<file path="config.mk">
export PLATFORM = sky130hd
export DESIGN_NAME = timestamped_entry_priority_table
export DESIGN_NICKNAME = d
export VERILOG_FILES = /design/src/tetpt_pkg.sv /design/src/tetpt_cell.sv /design/src/timestamped_entry_priority_table.sv
export SDC_FILE = /design/constraint.sdc
export NUM_CORES = 2
export LEC_CHECK = 0
export BUFFER_PORTS_ARGS = -buffer_cell sky130_fd_sc_hd__buf_4
export CAP_MARGIN = 20
export CORE_UTILIZATION = 48
export DETAILED_ROUTE_END_ITERATION = 8
export HOLD_SLACK_MARGIN = 0.08
export PLACE_DENSITY_LB_ADDON = 0.05
export SLEW_MARGIN = 0
export SYNTH_ARGS = -nofsm -noshare
export SYNTH_HDL_FRONTEND = slang
export SYNTH_SLANG_ARGS = --single-unit
</file>
<file path="constraint.sdc">
create_clock -name clk -period 8.4 [get_ports clk]
set_input_delay 0.84 -clock clk [delete_from_list [all_inputs] [get_ports clk]]
set_output_delay 0.84 -clock clk [all_outputs]
set_load 0.01 [all_outputs]
</file>
<file path="src/tetpt_pkg.sv">
// Package for the timestamped entry priority table.
// Entry type, cell control struct, operation and status codes, calendar helpers.
// No dependencies.
`default_nettype none
package tetpt_pkg;

  localparam int CAPACITY = 32;
  localparam int CNT_W    = $clog2(CAPACITY + 1);
  localparam int IDX_W    = $clog2(CAPACITY);
  localparam int KEY_W    = 36;

  localparam logic [2:0] OP_INSERT    = 3'd0;
  localparam logic [2:0] OP_COUNT     = 3'd1;
  localparam logic [2:0] OP_REM_EARLY = 3'd2;
  localparam logic [2:0] OP_REM_OWNER = 3'd3;
  localparam logic [2:0] OP_CLEAR     = 3'd4;

  localparam logic [2:0] ST_OK    = 3'd0;
  localparam logic [2:0] ST_DATE  = 3'd1;
  localparam logic [2:0] ST_TIME  = 3'd2;
  localparam logic [2:0] ST_FULL  = 3'd3;
  localparam logic [2:0] ST_EMPTY = 3'd4;

  localparam logic [4:0] MAX_HOUR   = 5'd23;
  localparam logic [5:0] MAX_MINUTE = 6'd59;
  localparam logic [3:0] MAX_MONTH  = 4'd12;

  // floor(y / 25) for 16-bit y is (y * RECIP25) >> RECIP25_SH
  localparam logic [18:0] RECIP25    = 19'd335545;
  localparam int          RECIP25_SH = 23;

  typedef struct packed {
    logic [15:0] owner;
    logic [15:0] year;
    logic [3:0]  month;
    logic [4:0]  day;
    logic [4:0]  hour;
    logic [5:0]  minute;
  } entry_t;

  typedef struct packed {
    logic take_new;
    logic take_right;
    logic take_head;
  } cell_ctl_t;

  function automatic logic [KEY_W-1:0] order_key(input entry_t e);
    return {e.year, e.month, e.day, e.hour, e.minute};
  endfunction

  function automatic logic [4:0] month_len(input logic [3:0] m, input logic leap);
    logic [4:0] len;
    case (m)
      4'd1, 4'd3, 4'd5, 4'd7, 4'd8, 4'd10, 4'd12: len = 5'd31;
      4'd4, 4'd6, 4'd9, 4'd11:                    len = 5'd30;
      4'd2:                                       len = leap ? 5'd29 : 5'd28;
      default:                                    len = 5'd0;
    endcase
    return len;
  endfunction

endpackage
`default_nettype wire

</file>
<file path="src/tetpt_cell.sv">
// One slot of the entry chain: holds an entry, takes its right neighbor,
// the chain head (recirculation) or a new entry. Depends on tetpt_pkg.
`default_nettype none
module tetpt_cell (
  input  wire                  clk,
  input  tetpt_pkg::cell_ctl_t ctl,
  input  tetpt_pkg::entry_t    right,
  input  tetpt_pkg::entry_t    head,
  input  tetpt_pkg::entry_t    new_entry,
  output tetpt_pkg::entry_t    q
);
  import tetpt_pkg::*;

  entry_t slot_r;

  always_ff @(posedge clk) begin
    if (ctl.take_new) begin
      slot_r <= new_entry;
    end else if (ctl.take_right) begin
      slot_r <= right;
    end else if (ctl.take_head) begin
      slot_r <= head;
    end
  end

  assign q = slot_r;

endmodule
`default_nettype wire

</file>
<file path="src/timestamped_entry_priority_table.sv">
// Top level of the timestamped entry priority table: control, calendar check
// and the chain of tetpt_cell slots. Depends on tetpt_pkg and tetpt_cell.
//
// Usage:
//   Input channel in_*: one request per operation (insert, count on date,
//   remove earliest, remove owner, clear). Result channel out_*: one result
//   per request with status, entry count, match count and earliest entry.
//   cfg_*: write of capacity_in_use, taken only while the block is idle.
// Flow: each accepted request passes S_MUL, S_EXEC and S_FIN before out_valid.
//   Count with a valid date, remove earliest and remove owner on a non-empty
//   table also pass S_SCAN, rotating the chain once, one entry per cycle
//   through cell 0, for the N entries held (up to 32). One request is in work
//   at a time; in_ready is high only when the block is idle.
// Reset: table empty, capacity_in_use 32, no result pending.
// Stall: the result sits in an output register; a new request is accepted
//   while it waits, and the next result is held until the current one is taken.
`default_nettype none
module timestamped_entry_priority_table (
  input  wire         clk,
  input  wire         rst_n,
  input  wire         cfg_valid,
  output logic        cfg_ready,
  input  wire  [5:0]  cfg_capacity_in_use,
  input  wire         in_valid,
  output logic        in_ready,
  input  wire  [2:0]  in_operation,
  input  wire  [15:0] in_owner_id,
  input  wire  [15:0] in_year,
  input  wire  [3:0]  in_month,
  input  wire  [4:0]  in_day,
  input  wire  [4:0]  in_hour,
  input  wire  [5:0]  in_minute,
  output logic        out_valid,
  input  wire         out_ready,
  output logic [2:0]  out_status,
  output logic [5:0]  out_entry_count,
  output logic [5:0]  out_match_count,
  output logic        out_earliest_valid,
  output logic [15:0] out_earliest_owner,
  output logic [15:0] out_earliest_year,
  output logic [3:0]  out_earliest_month,
  output logic [4:0]  out_earliest_day,
  output logic [4:0]  out_earliest_hour,
  output logic [5:0]  out_earliest_minute
);
  import tetpt_pkg::*;

  localparam logic [2:0] S_IDLE = 3'd0;
  localparam logic [2:0] S_MUL  = 3'd1;
  localparam logic [2:0] S_EXEC = 3'd2;
  localparam logic [2:0] S_SCAN = 3'd3;
  localparam logic [2:0] S_FIN  = 3'd4;

  logic [2:0]       state_r;
  logic [2:0]       op_r;
  entry_t           req_r;
  logic [11:0]      q25_r;
  logic [5:0]       cap_r;
  logic [CNT_W-1:0] total_r;
  logic [CNT_W-1:0] cnt_r;
  logic [CNT_W-1:0] cur_t_r;
  logic [CNT_W-1:0] kept_r;
  logic [CNT_W-1:0] match_r;
  logic [2:0]       stat_r;
  entry_t           best_r;
  logic [IDX_W-1:0] eidx_r;
  logic [IDX_W-1:0] drop_idx_r;
  logic             out_valid_r;
  logic [2:0]       o_status_r;
  logic [5:0]       o_count_r;
  logic [5:0]       o_match_r;
  logic             o_ev_r;
  entry_t           o_e_r;

  entry_t    cell_q   [CAPACITY];
  cell_ctl_t cell_ctl [CAPACITY];
  entry_t    head;

  logic [34:0]      prod;
  logic [16:0]      q25x;
  logic             div25, leap, date_ok, time_ok;
  logic [CNT_W-1:0] limit;
  logic             scan_go, drop, ins_commit, out_load;
  logic [2:0]       exec_stat;
  logic             exec_scan;

  assign head = cell_q[0];

  // calendar check; q25_r is registered in S_MUL, in the cycle before its use in S_EXEC
  assign prod  = 35'(req_r.year) * 35'(RECIP25);
  assign q25x  = 17'(q25_r) * 17'd25;
  assign div25 = (q25x == {1'b0, req_r.year});
  assign leap  = ((req_r.year[1:0] == 2'd0) && !div25) ||
                 ((req_r.year[3:0] == 4'd0) && div25);
  assign date_ok = (req_r.year != 16'd0) && (req_r.month != 4'd0) &&
                   (req_r.month <= MAX_MONTH) && (req_r.day != 5'd0) &&
                   (req_r.day <= month_len(req_r.month, leap));
  assign time_ok = (req_r.hour <= MAX_HOUR) && (req_r.minute <= MAX_MINUTE);

  assign limit = (cap_r >= 6'(CAPACITY)) ? CNT_W'(CAPACITY) : CNT_W'(cap_r);

  assign ins_commit = (state_r == S_EXEC) && (op_r == OP_INSERT) &&
                      (total_r < limit) && date_ok && time_ok;
  assign scan_go    = (state_r == S_SCAN);
  assign drop = ((op_r == OP_REM_OWNER) && (head.owner == req_r.owner)) ||
                ((op_r == OP_REM_EARLY) && (cnt_r[IDX_W-1:0] == drop_idx_r));

  // status and scan decision for the request in S_EXEC
  always_comb begin
    exec_stat = ST_OK;
    exec_scan = 1'b0;
    case (op_r)
      OP_INSERT: begin
        if (total_r >= limit) begin
          exec_stat = ST_FULL;
        end else if (!date_ok) begin
          exec_stat = ST_DATE;
        end else if (!time_ok) begin
          exec_stat = ST_TIME;
        end
      end
      OP_COUNT: begin
        if (!date_ok) begin
          exec_stat = ST_DATE;
        end else begin
          exec_scan = (total_r != '0);
        end
      end
      OP_REM_EARLY: begin
        if (total_r == '0) begin
          exec_stat = ST_EMPTY;
        end else begin
          exec_scan = 1'b1;
        end
      end
      OP_REM_OWNER: begin
        exec_scan = (total_r != '0);
      end
      default: begin
      end
    endcase
  end

  // head leaves cell 0; the rest shifts left; a kept head re-enters at the tail
  always_comb begin
    for (int j = 0; j < CAPACITY; j++) begin
      cell_ctl[j].take_new   = ins_commit && (CNT_W'(j) == total_r);
      cell_ctl[j].take_right = scan_go && ((CNT_W'(j) + 1'b1) < cur_t_r);
      cell_ctl[j].take_head  = scan_go && !drop && ((CNT_W'(j) + 1'b1) == cur_t_r);
    end
  end

  for (genvar g = 0; g < CAPACITY; g++) begin : g_cell
    entry_t right;
    if (g == CAPACITY - 1) begin : g_last
      assign right = '0;
    end else begin : g_mid
      assign right = cell_q[g+1];
    end
    tetpt_cell u_cell (
      .clk       (clk),
      .ctl       (cell_ctl[g]),
      .right     (right),
      .head      (head),
      .new_entry (req_r),
      .q         (cell_q[g])
    );
  end

  assign cfg_ready = (state_r == S_IDLE);
  assign in_ready  = (state_r == S_IDLE);
  assign out_load  = (state_r == S_FIN) && (!out_valid_r || out_ready);

  always_ff @(posedge clk) begin
    if (!rst_n) begin
      state_r     <= S_IDLE;
      total_r     <= '0;
      cap_r       <= 6'd32;
      out_valid_r <= 1'b0;
    end else begin
      if (cfg_valid && cfg_ready) begin
        cap_r <= cfg_capacity_in_use;
      end
      if (out_load) begin
        out_valid_r <= 1'b1;
      end else if (out_ready) begin
        out_valid_r <= 1'b0;
      end
      case (state_r)
        S_IDLE: begin
          if (in_valid) begin
            state_r <= S_MUL;
          end
        end
        S_MUL: begin
          state_r <= S_EXEC;
        end
        S_EXEC: begin
          state_r <= exec_scan ? S_SCAN : S_FIN;
          if (ins_commit) begin
            total_r <= total_r + 1'b1;
          end else if (op_r == OP_CLEAR) begin
            total_r <= '0;
          end
        end
        S_SCAN: begin
          if ((cnt_r + 1'b1) == total_r) begin
            total_r <= drop ? cur_t_r - 1'b1 : cur_t_r;
            state_r <= S_FIN;
          end
        end
        S_FIN: begin
          if (out_load) begin
            state_r <= S_IDLE;
          end
        end
        default: begin
          state_r <= S_IDLE;
        end
      endcase
    end
  end

  // datapath registers
  always_ff @(posedge clk) begin
    if (state_r == S_IDLE && in_valid) begin
      op_r         <= in_operation;
      req_r.owner  <= in_owner_id;
      req_r.year   <= in_year;
      req_r.month  <= in_month;
      req_r.day    <= in_day;
      req_r.hour   <= in_hour;
      req_r.minute <= in_minute;
    end
    if (state_r == S_MUL) begin
      q25_r <= prod[RECIP25_SH+11:RECIP25_SH];
    end
    if (state_r == S_EXEC) begin
      cnt_r      <= '0;
      cur_t_r    <= total_r;
      kept_r     <= '0;
      match_r    <= '0;
      drop_idx_r <= eidx_r;
      stat_r     <= exec_stat;
      if (ins_commit && ((total_r == '0) || (order_key(req_r) < order_key(best_r)))) begin
        best_r <= req_r;
        eidx_r <= total_r[IDX_W-1:0];
      end
    end
    if (scan_go) begin
      cnt_r <= cnt_r + 1'b1;
      if (drop) begin
        cur_t_r <= cur_t_r - 1'b1;
      end else begin
        kept_r <= kept_r + 1'b1;
        if ((kept_r == '0) || (order_key(head) < order_key(best_r))) begin
          best_r <= head;
          eidx_r <= kept_r[IDX_W-1:0];
        end
      end
      if ((op_r == OP_COUNT) && (head.year == req_r.year) &&
          (head.month == req_r.month) && (head.day == req_r.day)) begin
        match_r <= match_r + 1'b1;
      end
    end
    if (out_load) begin
      o_status_r <= stat_r;
      o_count_r  <= 6'(total_r);
      o_match_r  <= 6'(match_r);
      o_ev_r     <= (total_r != '0);
      o_e_r      <= (total_r != '0) ? best_r : '0;
    end
  end

  assign out_valid           = out_valid_r;
  assign out_status          = o_status_r;
  assign out_entry_count     = o_count_r;
  assign out_match_count     = o_match_r;
  assign out_earliest_valid  = o_ev_r;
  assign out_earliest_owner  = o_e_r.owner;
  assign out_earliest_year   = o_e_r.year;
  assign out_earliest_month  = o_e_r.month;
  assign out_earliest_day    = o_e_r.day;
  assign out_earliest_hour   = o_e_r.hour;
  assign out_earliest_minute = o_e_r.minute;

endmodule
`default_nettype wire

</file>
* Word-level counts from Yosys, hierarchy flattened
Index checks and enable logic that the tools add are counted.
** Operators by class
- Add/subtract/negate cells :: 5
- Multiply operators :: 2
- Divide/modulo/power cells :: 0
- $lt $le $gt $ge :: 41
- Equal/unequal tests :: 93
- Shifts and indexed selects :: 0
- Multiplexer cells :: 140
- Bitwise logic cells :: 0
- Reduce and logical (&&, ||, !) cells :: 172
** Operators by type and width (number)
- 2-to-1 mux 52 bit :: 100
- equality test 5 x 6 -> 1 bit, first input constant :: 32
- logical AND 1 bit :: 116
- equality test 4 x 6 -> 1 bit, first input constant :: 16
- < comparator 5 x 6 -> 1 bit, first input constant :: 16
- 2-to-1 mux 6 bit :: 16
- nonzero test 3 bit :: 31
- < comparator 36 bit :: 2
- equality test 3 x 6 -> 1 bit, first input constant :: 8
- < comparator 4 x 6 -> 1 bit, first input constant :: 8
- multiplier 16 x 19 -> 35 bit, second input constant :: 1
- equality test 16 bit :: 2
- 2-to-1 mux 5 bit :: 5
- adder 6 x 1 -> 6 bit, second input constant :: 4
- equality test 2 x 6 -> 1 bit, first input constant :: 4
- < comparator 3 x 6 -> 1 bit, first input constant :: 4
- equality test 4 bit, second input constant :: 5
- equality test 17 x 16 -> 1 bit :: 1
- multiplier 12 x 5 -> 17 bit, second input constant :: 1
- equality test 4 x 3 -> 1 bit, second input constant :: 4
- nonzero test 16 bit :: 1
- 2-to-1 mux 3 bit :: 5
- case mux 3 bit (5 select lines) :: 1
- case mux 5 bit (3 select lines) :: 1
- 42 further kinds :: 69
** Storage, ports and cells
- Register bits after elaboration :: 1904
- Bits in latches :: 0
- RAM bits :: 0
- ROM bits :: 0
- Input port bits :: 66
- Memories :: 0

* Longest topological paths before layout
- Word-level depth :: 17
- Depth in mapped cells :: 26
- Depth with buffers taken out :: 22

* Hierarchy
From an unflattened synthesis, not the netlist that was laid out.
** Second synthesis, totals
- Cell total of the unflattened synthesis :: 9052
- Area total of the unflattened synthesis :: 105371.1 µm²
** Modules (own cells, without submodules)
- tetpt_cell :: times used 32, cells an instance 226, area an instance 2688.8 µm²
- timestamped_entry_priority_table :: times used 1, cells an instance 1820, area an instance 19328.5 µm²

* Worst setup path before layout
OpenSTA, ideal clock, no wires.
- Path kind :: register to register
- Start point :: register q25_r[2]
- End point :: register g_cell[13].u_cell.slot_r, in the netlist g_cell[13].u_cell.q[0] (enable)
- Arrival :: 6897 ps
- Required time :: 7924 ps
- Slack :: 1027 ps
- Cell stages (with the launch flop) :: 24
- Period minus slack after synthesis :: 7373 ps
- Cell sequence :: edfxtp_1 > ha_1 > ha_1 > fa_1 > ha_1 > nor2b_1 > o21a_1 > o21ai_0 > a21oi_1 > o21a_1 > or3_1 > a2111oi_0 > a41oi_1 > ha_1 > nand4_1 > mux2i_1 > a21oi_1 > or4_1 > buf_2 > or3_1 > clkbuf_1 > clkbuf_1 > buf_1 > o211ai_1
** Between the ends
- Word-level cells in the longest chain between the ends :: 13
- Elaborated cells between the ends (all ways) :: 14
- Classes of those cells :: 1 x mul; 1 x order compare; 1 x eq/ne; 2 x mux; 9 x reduce/logical
** Ends and longest elaborated chain
- start: declaration :: RTL line timestamped_entry_priority_table.sv:57 : logic [11:0] q25_r;
- start signal: assignment :: RTL line timestamped_entry_priority_table.sv:236 : q25_r <= prod[RECIP25_SH+11:RECIP25_SH];
- multiplier 12 x 5 -> 17 bit * :: RTL line timestamped_entry_priority_table.sv:91 : assign q25x = 17'(q25_r) * 17'd25;
- equality test 17 x 16 -> 1 bit * :: RTL line timestamped_entry_priority_table.sv:92 : assign div25 = (q25x == {1'b0, req_r.year});
- zero test 1 bit :: RTL line timestamped_entry_priority_table.sv:93 : assign leap = ((req_r.year[1:0] == 2'd0) && !div25) ||
- logical AND 1 bit :: RTL line timestamped_entry_priority_table.sv:93
- logical OR 1 bit * :: RTL line timestamped_entry_priority_table.sv:93
- 2-to-1 mux 1 bit * :: RTL line tetpt_pkg.sv:56 : 4'd2: len = leap ? 5'd29 : 5'd28;
- case mux 5 bit (3 select lines) * :: RTL line tetpt_pkg.sv:53 : case (m)
- <= comparator 5 bit * :: RTL line timestamped_entry_priority_table.sv:97 : (req_r.day <= month_len(req_r.month, leap));
- logical AND 1 bit * :: RTL line timestamped_entry_priority_table.sv:96 : (req_r.month <= MAX_MONTH) && (req_r.day != 5'd0) &&
- logical AND 1 bit * (2 in a row) :: RTL line timestamped_entry_priority_table.sv:103 : (total_r < limit) && date_ok && time_ok;
- logical AND 1 bit * :: RTL line timestamped_entry_priority_table.sv:147 : cell_ctl[j].take_new = ins_commit && (CNT_W'(j) == total_r);
- nonzero test 3 bit (no source line) *
- end signal: assignment :: RTL line tetpt_cell.sv:18 : slot_r <= new_entry;
- end signal: assignment :: RTL line tetpt_cell.sv:20 : slot_r <= right;
- end: declaration :: RTL line tetpt_cell.sv:14 : entry_t slot_r;
Every way passes the cells marked *; elsewhere a longest branch is shown, timed or not.
A chain may end at the register's enable or synchronous reset.

* Worst setup path in the final report
- Start point :: register q25_r[2]
- End point :: register best_r[39] (netlist name)
** Between the ends
- Word-level cells in the longest chain between the ends :: 17
- Elaborated cells between the ends (all ways) :: 18
- Classes of those cells :: 1 x mul; 1 x order compare; 1 x eq/ne; 7 x mux; 8 x reduce/logical
** Ends and longest elaborated chain
- multiplier 12 x 5 -> 17 bit * :: RTL line timestamped_entry_priority_table.sv:91
- equality test 17 x 16 -> 1 bit * :: RTL line timestamped_entry_priority_table.sv:92
- zero test 1 bit :: RTL line timestamped_entry_priority_table.sv:93
- logical AND 1 bit :: RTL line timestamped_entry_priority_table.sv:93
- logical OR 1 bit * :: RTL line timestamped_entry_priority_table.sv:93
- 2-to-1 mux 1 bit * :: RTL line tetpt_pkg.sv:56
- case mux 5 bit (3 select lines) * :: RTL line tetpt_pkg.sv:53
- <= comparator 5 bit * :: RTL line timestamped_entry_priority_table.sv:97
- logical AND 1 bit * :: RTL line timestamped_entry_priority_table.sv:96
- logical AND 1 bit * (2 in a row) :: RTL line timestamped_entry_priority_table.sv:103
- logical AND 1 bit * :: RTL line timestamped_entry_priority_table.sv:245 : if (ins_commit && ((total_r == '0) || (order_key(req_r) < order_key(best_r)))) begin
- 2-to-1 mux 52 bit * :: RTL line timestamped_entry_priority_table.sv:245
- 2-to-1 mux 52 bit * :: RTL line timestamped_entry_priority_table.sv:238 : if (state_r == S_EXEC) begin
- 2-to-1 mux 52 bit :: RTL line timestamped_entry_priority_table.sv:256 : if ((kept_r == '0) || (order_key(head) < order_key(best_r))) begin
- 2-to-1 mux 52 bit :: RTL line timestamped_entry_priority_table.sv:252 : if (drop) begin
- 2-to-1 mux 52 bit * :: RTL line timestamped_entry_priority_table.sv:250 : if (scan_go) begin
- end signal: assignment :: RTL line timestamped_entry_priority_table.sv:246 : best_r <= req_r;
- end: declaration :: RTL line timestamped_entry_priority_table.sv:65 : entry_t best_r;
Marked as above.

==> flow_summary.toml <==
[worst_setup_path]
critical_path_fanout_max = 32
critPathArrivalTime_ns = 8.23
worst_ep_required_time_ns = 9.15
critPathCaptureType = "flop"
worst_setup_path_type = "reg -> reg"
critPathLaunchType = "flop"

[sta]
report.final.slew_viol_count = 0
post-route-min-period_ns = 7.48
final.setup_skew_ns = 0.0279
setup_repair_after_global_routing_missed_its_margin = "false"
final-setup-viol-count = 0
setup_tns_ns = 0
measured_slew_at_the_worst_slew_check_pin_ns = 1.14
post-route-period-util = 0.891
achievable-frequency_mhz = 134
timing.max_slew.rel_slack = 0.237
finalHoldViolCount = 0

[worst_hold_path]
hp_class = "in -> reg"

[grt]
track_usage = 0.295
antenna_found_initial = 6
first_global_vias = 67900
grt_start_max_net_pins = 105
first_pass_grt_wire_length_microns = 472000
grt-ovfl-total = 0

[placement]
finalWeightedCongestion = 0.902
place_inst = 11400
port_buffers = 136
dpl.hpwl_microns = 189000

[synthesis]
ys_top_cells_by_count = "sky130_fd_sc_hd__edfxtp_1, sky130_fd_sc_hd__mux2i_1, sky130_fd_sc_hd__o21ai_0"
syn_nets = 9640
synth_async_sr_flop_share = 0
synthesis.area_sq_mm = 0.103
syn_area_per_cell_sq_um = 11.2
yosys.area.top_type_share = 0.528
synth-seq-cells = 1904
netlist-cell-type-count = 68
synth_flop_cell = "sky130_fd_sc_hd__edfxtp_1"
synthCells = 9187
top_count_cell_post_synth = "sky130_fd_sc_hd__edfxtp_1"
yosysWarnings = 0
netlist_top_cells_area = "sky130_fd_sc_hd__edfxtp_1, sky130_fd_sc_hd__mux2i_1, sky130_fd_sc_hd__o21ai_0, sky130_fd_sc_hd__nand2_1, sky130_fd_sc_hd__ha_1"
synth_edf_count = 1813
netlist.top_cell.by_area = "sky130_fd_sc_hd__edfxtp_1"
sequential_share_of_the_synthesized_area = 0.546

[floorplan]
die_area_sq_mm = 0.217
initial_core_util = 0.484
top_level_i_o_count = 137
die_x_microns = 465
die_h_microns = 465
placeableCoreArea_sq_mm = 0.213
num_rows = 169

[clock_tree]
h-tree-depth = 4
cts-hold-fix-buffers = 0
cts.reportedPaths.clkPinSlew_ns = 0.06
tritoncts_clock_tree = "done"
clock-sinks = 1904
buffer_type_at_the_clock_tree_root = "sky130_fd_sc_hd__clkbuf_16"
cts.repair.resized = 0
clk_path_buf_depth = 3
numCtsBuffers = 213
cts.repair_timing.setup_buffer_count = 0
clk-insertion-delay-late_ns = 0.87

[cells_and_area]
syn_to_final_growth_pct = 9.91
layout.nets = 9270
cell_count_final_fillers_out = 11800
layout.area.seq_sq_mm = 0.0563
final_util = 0.532
drive_above_1_share = 0.104
multi_input_comb_area_sq_mm = 0.0427
fillers = 18300

[route]
drt_drc_violations_left = 0
antenna_violating_nets_post_route = 0
post_drt_via_cell_ratio = 5.92
drt-total-wl_microns = 321000
vias = 69900
dr.first_iter.drc_count = 6406
wl_per_cell_microns = 27.2
number_of_detailed_routing_iterations_run_before_antenna_repair = 6

[pwr]
max-vdd-ir-drop_mv = 0.398
total_leakage_power_uw = 0.0415
p_per_area_mw_per_mm2 = 232

[job]
cap_violations = 0

[run_status]
outcome = "complete, no violations"
sequential cells by signal, summed over array words and instances (netlist names), 6 cells and up:
signal / count
q25_r: 12
best_r: 52
out_earliest_minute: 6
out_entry_count: 6
out_earliest_year: 16
out_match_count: 6
kept_r: 6
g_cell.u_cell.q: 1664
req_r: 52
match_r: 6
out_earliest_owner: 16
total_r: 6
cnt_r: 6
cur_t_r: 6
cap_r: 6
final timing paths:
path | startpoint | end | slack, ns | cells past startpoint
min | in_owner_id[12] | req_r[48] | 0.14 | 1
max reg2reg | q25_r[2] | best_r[39] | 0.92 | 22
min reg2reg | eidx_r[1] | drop_idx_r[1] | 0.44 | 0
max | q25_r[2] | best_r[39] | 0.92 | 22
per-stage QoR:
step	hold WS (ns)	setup WS (ns)	area [sq um]	total power, uW
finish	0.145	0.916	113000	26300
global route	0.0997	0.426	113000	27500
CTS	0.0871	0.950	113000	26400
detailed placement	0.421	0.958	107000	17400
global placement	0.416	0.908	107000	17300
floorplan	0.400	1.03	103000	15400
cell usage in the layout, fill, tap and decap left out, types with 11 or more instances in the layout:
cell / instances
sky130_fd_sc_hd__a31oi_1: 17
sky130_fd_sc_hd__clkinv_2: 39
sky130_fd_sc_hd__fa_1: 107
sky130_fd_sc_hd__o21ai_4: 12
sky130_fd_sc_hd__ha_1: 280
sky130_fd_sc_hd__dfxtp_1: 91
sky130_fd_sc_hd__nand2b_1: 15
sky130_fd_sc_hd__buf_12: 32
sky130_fd_sc_hd__clkbuf_16: 213
sky130_fd_sc_hd__o21a_1: 14
sky130_fd_sc_hd__nand4_1: 33
sky130_fd_sc_hd__nand3_1: 28
sky130_fd_sc_hd__nand2_1: 1301
sky130_fd_sc_hd__nor4_2: 24
sky130_fd_sc_hd__clkbuf_1: 53
sky130_fd_sc_hd__a22o_1: 55
sky130_fd_sc_hd__mux2_2: 134
sky130_fd_sc_hd__mux2i_1: 1590
sky130_fd_sc_hd__buf_4: 361
sky130_fd_sc_hd__a21oi_1: 381
sky130_fd_sc_hd__clkinv_1: 39
sky130_fd_sc_hd__nor3_1: 23
sky130_fd_sc_hd__inv_1: 233
sky130_fd_sc_hd__xor2_1: 35
sky130_fd_sc_hd__edfxtp_1: 1813
sky130_fd_sc_hd__nor4_1: 12
sky130_fd_sc_hd__a21o_1: 33
sky130_fd_sc_hd__xnor2_1: 54
sky130_fd_sc_hd__o21ai_0: 1296
sky130_fd_sc_hd__nor2_1: 418
sky130_fd_sc_hd__nand2b_4: 11
sky130_fd_sc_hd__and2_1: 23
power by group:
| part | total (uW) | switching [uW] | internal, uW |
|---|---|---|---|
| logic | 6340 | 3850 | 2480 |
| clock network | 8990 | 4020 | 4980 |
| registers | 10900 | 193 | 10700 |
| total | 26300 | 8060 | 18200 |
worst max-delay path: stages, from the launching register on:
cell,delay (ns)
sky130_fd_sc_hd__edfxtp_1,0.45
sky130_fd_sc_hd__ha_1,0.33
sky130_fd_sc_hd__ha_1,0.29
sky130_fd_sc_hd__fa_1,0.45
sky130_fd_sc_hd__ha_1,0.33
sky130_fd_sc_hd__a21o_1,0.21
sky130_fd_sc_hd__a2111oi_0,0.70
sky130_fd_sc_hd__nor2_1,0.15
sky130_fd_sc_hd__nor3b_1,0.22
sky130_fd_sc_hd__a21oi_1,0.06
sky130_fd_sc_hd__a2111oi_0,0.42
sky130_fd_sc_hd__a41oi_1,0.25
sky130_fd_sc_hd__ha_1,0.23
sky130_fd_sc_hd__nor2b_1,0.11
sky130_fd_sc_hd__o21a_1,0.11
sky130_fd_sc_hd__o21ai_0,0.07
sky130_fd_sc_hd__a21oi_1,0.29
sky130_fd_sc_hd__or4_1,0.19
sky130_fd_sc_hd__buf_4,0.28
sky130_fd_sc_hd__a311o_2,0.77
sky130_fd_sc_hd__buf_4,0.70
sky130_fd_sc_hd__mux2_2,0.40
sky130_fd_sc_hd__mux2_2,0.27
cell families (layout without fill, tap and decap cells):
logic type,Yosys count,after routing,synth area share
AND/OR/NAND/NOR,1976,1976,0.0775
buffers and inverters,1213,1011,0.0462
flip-flops,1904,1904,0.546
AO/OA/AOI/OAI,1883,1883,0.0971
other,0,3,0
XOR/XNOR,90,90,0.00779
multiplexers,1734,1734,0.171
adder cells (fa/ha/maj),387,387,0.0548
layer usage:
metal  global-route usage  routed length [microns]  up-vias
li1                     -                        -    32200
met5                    0                        0        -
met3               0.0424                    20800      508
met2                0.459                   143000     2462
met1                0.420                   145000    34700
met4                0.107                    12400        0
cell type report:
class                           count  area share
Clock buffer                      274      0.0498
Tap cell                         2821      0.0312
Clock inverter                    109     0.00772
Inverter                          234     0.00776
Antenna cell                        3   0.0000663
Sequential cell                  1904       0.497
Timing Repair Buffer              394      0.0296
Multi-Input combinational cell   6070       0.377
No activity file was read; power rests on OpenSTA's default activity.
